`config.mk`:
```
export PLATFORM = sky130hd
export DESIGN_NAME = bmat_div
export DESIGN_NICKNAME = d
export VERILOG_FILES = /design/src/sv/bmat_pkg.sv /design/src/sv/bmat_div.sv
export SDC_FILE = /design/constraint.sdc
export NUM_CORES = 1
export LEC_CHECK = 0
export CAP_MARGIN = 5
export CORE_MARGIN = 2
export CORE_UTILIZATION = 43
export DETAILED_ROUTE_END_ITERATION = 8
export DONT_BUFFER_PORTS = 1
export PLACE_DENSITY_LB_ADDON = 0.1
export SLEW_MARGIN = 20
export SYNTH_ARGS = -nofsm -noshare
export SYNTH_HDL_FRONTEND = slang
export SYNTH_SLANG_ARGS = --single-unit
```
`constraint.sdc`:
```
create_clock -name clk_i -period 3.4 [get_ports clk_i]
set_clock_uncertainty 0.1 [all_clocks]
set_input_delay 0.34 -clock clk_i [delete_from_list [all_inputs] [get_ports clk_i]]
set_output_delay 0.34 -clock clk_i [all_outputs]
set_load 0.01 [all_outputs]
```
`src/sv/bmat_pkg.sv`:
```
// ----------------------------------------------------------------------------
// Block mean adaptive threshold package
// Word types, register indexes and fixed constants.
// ----------------------------------------------------------------------------
package bmat_pkg;

  localparam int CFG_W     = 11;
  localparam int CFG_IDX_W = 4;
  localparam int SUM_W     = 28;
  localparam int MEAN_W    = 8;

  localparam logic [CFG_IDX_W-1:0] REG_IMAGE_WIDTH  = 4'd0;
  localparam logic [CFG_IDX_W-1:0] REG_IMAGE_HEIGHT = 4'd1;
  localparam logic [CFG_IDX_W-1:0] REG_BLOCK_WIDTH  = 4'd2;
  localparam logic [CFG_IDX_W-1:0] REG_BLOCK_HEIGHT = 4'd3;

  localparam logic [7:0] PIX_WHITE = 8'd255;
  localparam logic [7:0] PIX_BLACK = 8'd0;

  localparam logic CMD_STATS     = 1'b0;
  localparam logic CMD_THRESHOLD = 1'b1;

  typedef struct packed {
    logic       cmd;
    logic [7:0] pixel;
  } in_word_t;

  typedef struct packed {
    logic [7:0] binary_pixel;
    logic [7:0] local_threshold;
    logic       frame_end;
  } out_word_t;

  typedef struct packed {
    logic              done;
    logic [MEAN_W-1:0] quot;
  } div_stat_t;

endpackage

```
`src/sv/bmat_div.sv`:
```
// ----------------------------------------------------------------------------
// Block mean adaptive threshold: quotient unit
// Restoring division with an 8-bit quotient, one quotient bit per cycle.
// ----------------------------------------------------------------------------
module bmat_div #(
  parameter int DEN_W = 22
) (
  input  logic                       clk_i,
  input  logic                       rst_ni,
  input  logic                       start_i,
  input  logic [bmat_pkg::SUM_W-1:0] num_i,
  input  logic [DEN_W-1:0]           den_i,
  output bmat_pkg::div_stat_t        stat_o
);

  localparam int SW = (DEN_W + 8 > bmat_pkg::SUM_W) ? DEN_W + 8 : bmat_pkg::SUM_W;

  logic                       busy_q;
  logic [2:0]                 cnt_q;
  logic                       done_q;
  logic [SW-1:0]              rem_q;
  logic [SW-1:0]              dsh_q;
  logic [bmat_pkg::MEAN_W-1:0] quot_q;
  logic                       fits;

  // The caller guarantees that the quotient stays below 256.
  assign fits = rem_q >= dsh_q;

  always_ff @(posedge clk_i or negedge rst_ni) begin
    if (!rst_ni) begin
      busy_q <= 1'b0;
      cnt_q  <= 3'd0;
      done_q <= 1'b0;
    end else begin
      done_q <= !start_i && busy_q && (cnt_q == 3'd0);
      if (start_i) begin
        busy_q <= 1'b1;
        cnt_q  <= 3'd7;
      end else if (busy_q) begin
        if (cnt_q == 3'd0) begin
          busy_q <= 1'b0;
        end
        cnt_q <= cnt_q - 3'd1;
      end
    end
  end

  always_ff @(posedge clk_i) begin
    if (start_i) begin
      rem_q  <= SW'(num_i);
      dsh_q  <= SW'(den_i) << 7;
      quot_q <= '0;
    end else if (busy_q) begin
      if (fits) begin
        rem_q <= rem_q - dsh_q;
      end
      quot_q <= {quot_q[bmat_pkg::MEAN_W-2:0], fits};
      dsh_q  <= dsh_q >> 1;
    end
  end

  assign stat_o.done = done_q;
  assign stat_o.quot = quot_q;

endmodule

```
Yosys cells after proc, flatten, opt, wreduce, memory -nomap -nowiden
Cells that the tools add are included.
Widths: inputs -> output; s select.

operators by class
  $add $sub $neg = 2
  magnitude comparators = 1
  mux-type cells = 10
  reductions and logical operators = 8

operators with widths
  operator             count
  $mux 28              3
  $mux 29              2
  $ge 30x29->1         1
  $sub 30x29->30       1
  $mux 3               2
  $reduce_and 2->1     2
  $reduce_bool 2->1    2
  $logic_not 3->1      1
  $mux 1               3
  $sub 3x1->3 const B  1
  $logic_and 1x1->1    2
  $logic_not 1->1      1

word-level totals
  flip-flop bits (word level) = 72
  bits of input ports = 53

Depth between registers and ports, before layout
  depth after elaboration = 4
  depth in mapped cells = 12
  mapped depth without buffers = 12

Least setup slack after synthesis
Ideal clock, no wire load.

  path kind = register -> register
  start = reg rem_q[0]
  end = reg rem_q[0] (enable)
  library setup time = 385 ps
  data arrival time = 2756 ps
  path slack = 159 ps
  stages on the path, launching flop included = 12
  buffers on the path = 0
  cell sequence = edfxtp_1 > inv_1 > ha_1 > inv_1 > fa_1 > a211oi_1 > o21ai_2 > a211oi_1 > or4_4 > a21oi_4 > a31oi_4 > or2b_1

between the ends
  cells in the longest elaborated chain, start to end = 3

ends and longest elaborated chain
  what                                RTL line        text
  start: declaration                  bmat_div.sv:21  logic [SW-1:0] rem_q;
  start signal: assignment            bmat_div.sv:50  rem_q <= SW'(num_i);
  start signal: assignment            bmat_div.sv:55  rem_q <= rem_q - dsh_q;
  $ge 30x29->1                        bmat_div.sv:27  assign fits = rem_q >= dsh_q;
  $reduce_bool 2->1 (no source line)  n/a
  $reduce_and 2->1 (no source line)   n/a

Every way passes these cells.
A chain may end at the register's enable or synchronous reset.

Worst setup path after layout
  start = reg rem_q[21]
  end = reg rem_q[8] (enable)

Same word-level chain as after synthesis.

==> impl_metrics.env <==
export IMPL_status="finished, final reports clean"
export IMPL_hold_path_class="in -> reg"
export IMPL_routed_wl_um=10700
export IMPL_syn_to_final_growth_pct=6.825
export IMPL_setup_violations=0
export IMPL_row_count=38
export IMPL_fmax_mhz=317.0
export IMPL_die_y_um=109.5
export IMPL_path_class="reg -> reg"
export IMPL_p_per_area_mw_per_mm2=872.8
export IMPL_cts_root_buf="clkbuf_8"
export IMPL_cp_start_kind="flop"
export IMPL_wl_per_cell_um=15.78
export IMPL_drv_slew=0
export IMPL_firstDrtPassIters=4
export IMPL_dieArea_mm2=0.01199
export IMPL_synthArstFlopShare_pct=6.944
export IMPL_dp_cells=659
export IMPL_portBuffers=0
export IMPL_seq_area_frac_synth_pct=41.11
export IMPL_synth_edf_count=50
export IMPL_cap_violations=0
export IMPL_cpMaxStageDelayCell="a2111oi_0"
export IMPL_rsz0062_at_grt="no"
export IMPL_vdd_ir_drop_max_mv=0.2851
export IMPL_cts_sinks=72
export IMPL_cp_cell_sequence="ha_1 > a21oi_1 > o21ai_0 > a2111oi_0 > o211ai_1 > and2_1 > a31oi_4 > or2b_1 > buf_4"
export IMPL_critPathMaxStageDelay_ns=0.51
export IMPL_combPwrFrac_pct=54.7
export IMPL_slew_limit_headroom_pct=42.66
export IMPL_worstSetupEndpointType="flop"
export IMPL_finalSetupTns_ns=0
export IMPL_post_route_period_util_pct=92.78
export IMPL_ys_ff_latch=72
export IMPL_num_fill_cells=1099
export IMPL_cts_buffers=9
export IMPL_seqPwrFrac_pct=30.3
export IMPL_p_int_mw=2.573
export IMPL_synth_flop_cell="edfxtp_1"
export IMPL_place_hpwl_um=7545
export IMPL_yosysUniqueCellTypes=59
export IMPL_grtUsageTotal_pct=18.72
export IMPL_critPathRequiredTime_ns=3.42
export IMPL_reg2reg_depth=9
export IMPL_cts_clk_slew_worst_paths_ns=0.08
export IMPL_min_path_cells=2
export IMPL_switching_share_pct=42.33
export IMPL_first_global_vias=3600
export IMPL_grt_max_degree=106
export IMPL_post_route_min_period_ns=3.154
export IMPL_yosysWarnings=0
export IMPL_critPathArrivalTime_ns=3.18
export IMPL_design_core_area_mm2=0.01084
export IMPL_num_vias=3688
export IMPL_finalHoldViolCount=0
export IMPL_ant_nets=0
export IMPL_grt_pass1_wl_um=17450
export IMPL_initial_core_util_pct=44.14
export IMPL_synthCells=544
export IMPL_ios=62
export IMPL_finalWeightedCongestion=0.8385
export IMPL_clock_latency_ns=0.37
export IMPL_syn_avg_cell_area_um2=8.795
export IMPL_path_max_fanout=9
export IMPL_p_switching_mw=1.889
export IMPL_antenna_found_initial=1
export IMPL_fin_cells=678
export IMPL_drc=0
export IMPL_worstMarginPinSlew_ns=0.8572
export IMPL_viasPerCell=5.440
export IMPL_postCtsSetupRepairBufs=0
export IMPL_overflow=0
export IMPL_clk_path_buf_depth=2
export IMPL_cts_tree="yes"
export IMPL_syn_num_nets=629
export IMPL_nNetsFinal=617
export IMPL_synth_area_mm2=0.004785
export IMPL_drtIter0Drc=116
export IMPL_drive_above_1_share_pct=6.518
export IMPL_fp_dieW_um=109.5
export IMPL_p_leak_nw=2.139
export IMPL_cts_htree_levels=3
export IMPL_clkPwrFrac_pct=15.0
[layout make-up]
cell class              instances  area [um^2]  area share (%)
diodes                          1        2.502         0.04896
clock buffers                  11        152.6           2.987
clock inverters                 5        37.54          0.7344
inverters                      41        153.9           3.011
multi-input cells             401         2551           49.91
flip-flops and latches         72         1968           38.51
well taps                     140        175.2           3.427
repair buffers                  7        70.07           1.371
[state kept, by name, indices dropped and copies added, names as in the netlist]
register	flops
cnt_q	3
dsh_q	29
rem_q	30
busy_q	1
done_q	1
quot_q	8
[critical path, delay by kind of cell (launching register included)]
family,cells,cell delay (ns)
AND/OR/NAND/NOR,2,0.50
AO/OA/AOI/OAI,5,1.28
adder cells (fa/ha/maj),1,0.43
flip-flops,1,0.38
buffers and inverters,1,0.20
[power groups by stage]
stage / clock network, mW / registers, mW / logic [mW]
after detailed placement: 0 / 1.37 / 2.40
final: 0.668 / 1.35 / 2.44
after global routing: 0.721 / 1.38 / 2.75
after floorplan: 0 / 1.35 / 1.92
after global placement: 0 / 1.37 / 2.39
after CTS: 0.694 / 1.35 / 2.42
[cells by family (layout without fill, tap and decap cells)]
family,Yosys count,in the layout,share of synthesized area (%)
other,0,1,0
AOI/OAI and AO/OA,144,144,19.04
and+or+nand+nor,186,186,17.91
xor gates and xnor gates,22,22,4.027
muxes,17,17,3.609
DFF,72,72,41.11
adders and majority gates,32,32,8.525
buffers and inverters,71,64,5.779
[cells in the mapped netlist, types with 2 or more instances]
library cell | n | area share (%)
nand2_1 | 86 | 6.7
o21ai_0 | 58 | 6.1
edfxtp_1 | 50 | 31
inv_1 | 41 | 3.2
nor2_1 | 39 | 3.1
a21oi_1 | 33 | 3.5
ha_1 | 31 | 8.1
clkbuf_1 | 23 | 1.8
dfxtp_1 | 17 | 7.1
mux2i_1 | 15 | 3.1
nand3_1 | 13 | 1.4
xnor2_1 | 13 | 2.4
a21o_1 | 10 | 1.6
xor2_1 | 9 | 1.6
nand2b_1 | 8 | 1.0
nor3_1 | 8 | 0.84
nand4_1 | 6 | 0.78
nor2b_1 | 6 | 0.78
dfrtp_1 | 5 | 2.6
o21bai_1 | 5 | 0.78
a211oi_1 | 4 | 0.63
and2_1 | 4 | 0.52
o21a_1 | 4 | 0.63
o31ai_1 | 4 | 0.63
buf_1 | 3 | 0.24
nor3b_1 | 3 | 0.47
nor4b_1 | 3 | 0.55
o211ai_1 | 3 | 0.47
or2_2 | 3 | 0.39
a2111oi_0 | 2 | 0.37
a31oi_1 | 2 | 0.26
buf_2 | 2 | 0.21
buf_4 | 2 | 0.31
nor4_1 | 2 | 0.26
o221ai_1 | 2 | 0.37
o31a_1 | 2 | 0.37
[layout by cell type, fill, tap and decap left out, types with 8 or more instances in the layout]
cell type  instances
a21o_1            10
a21oi_1           33
clkbuf_8           9
dfxtp_1           17
edfxtp_1          50
ha_1              31
inv_1             41
mux2i_1           15
nand2_1           86
nand2b_1           8
nand3_1           13
nor2_1            39
nor3_1             8
o21ai_0           58
xnor2_1           13
xor2_1             9
[routing by layer]
metal / up-vias / wire length (um) / global-route usage [%] / part of all wire, %
met5: - / 0 / 0 / 0
met2: 63 / 4767 / 29.54 / 45
met3: 15 / 499 / 4.505 / 4.7
met1: 1724 / 5234 / 24.85 / 49
met4: 0 / 198 / 7.052 / 1.9
li1: 1886 / - / - / -
[worst paths after layout]
check,slack [ns],from,end
worst max-delay path,0.25,rem_q[21]$_DFFE_PP_,rem_q[8]$_DFFE_PP_
worst min register to register,0.41,rem_q[28]$_SDFFE_PP0P_,rem_q[28]$_SDFFE_PP0P_
worst min-delay path,0.06,den_i[17],dsh_q[24]$_DFFE_PP_
max in group asynchronous,2.81,rst_ni,busy_q$_DFF_PN0_
min in group asynchronous,0.17,rst_ni,cnt_q[1]$_DFFE_PN0P_
worst max register to register,0.25,rem_q[21]$_DFFE_PP_,rem_q[8]$_DFFE_PP_
[repair_timing]
action | CTS | global route
hold endpoints to repair | 26 | 0
resized for setup | 0 | 2
hold buffers | 2 | 0
setup endpoints to repair | 0 | 5
[stage by stage]
stage	hold slack [ns]	power (mW)	worst slack (ns)	area, um^2	utilization, %
floorplan	-0.05559	3.263	0.1592	4785	-
global placement	-0.05548	3.752	0.2296	4888	45.09
detailed placement	-0.05548	3.770	0.1517	4888	45.09
CTS	0.04732	4.467	0.1348	5099	47.03
global route	0.06044	4.852	0.004175	5111	47.15
finish	0.06349	4.461	0.2456	5111	47.15
Note: power is estimated with default switching activity, not from simulation.
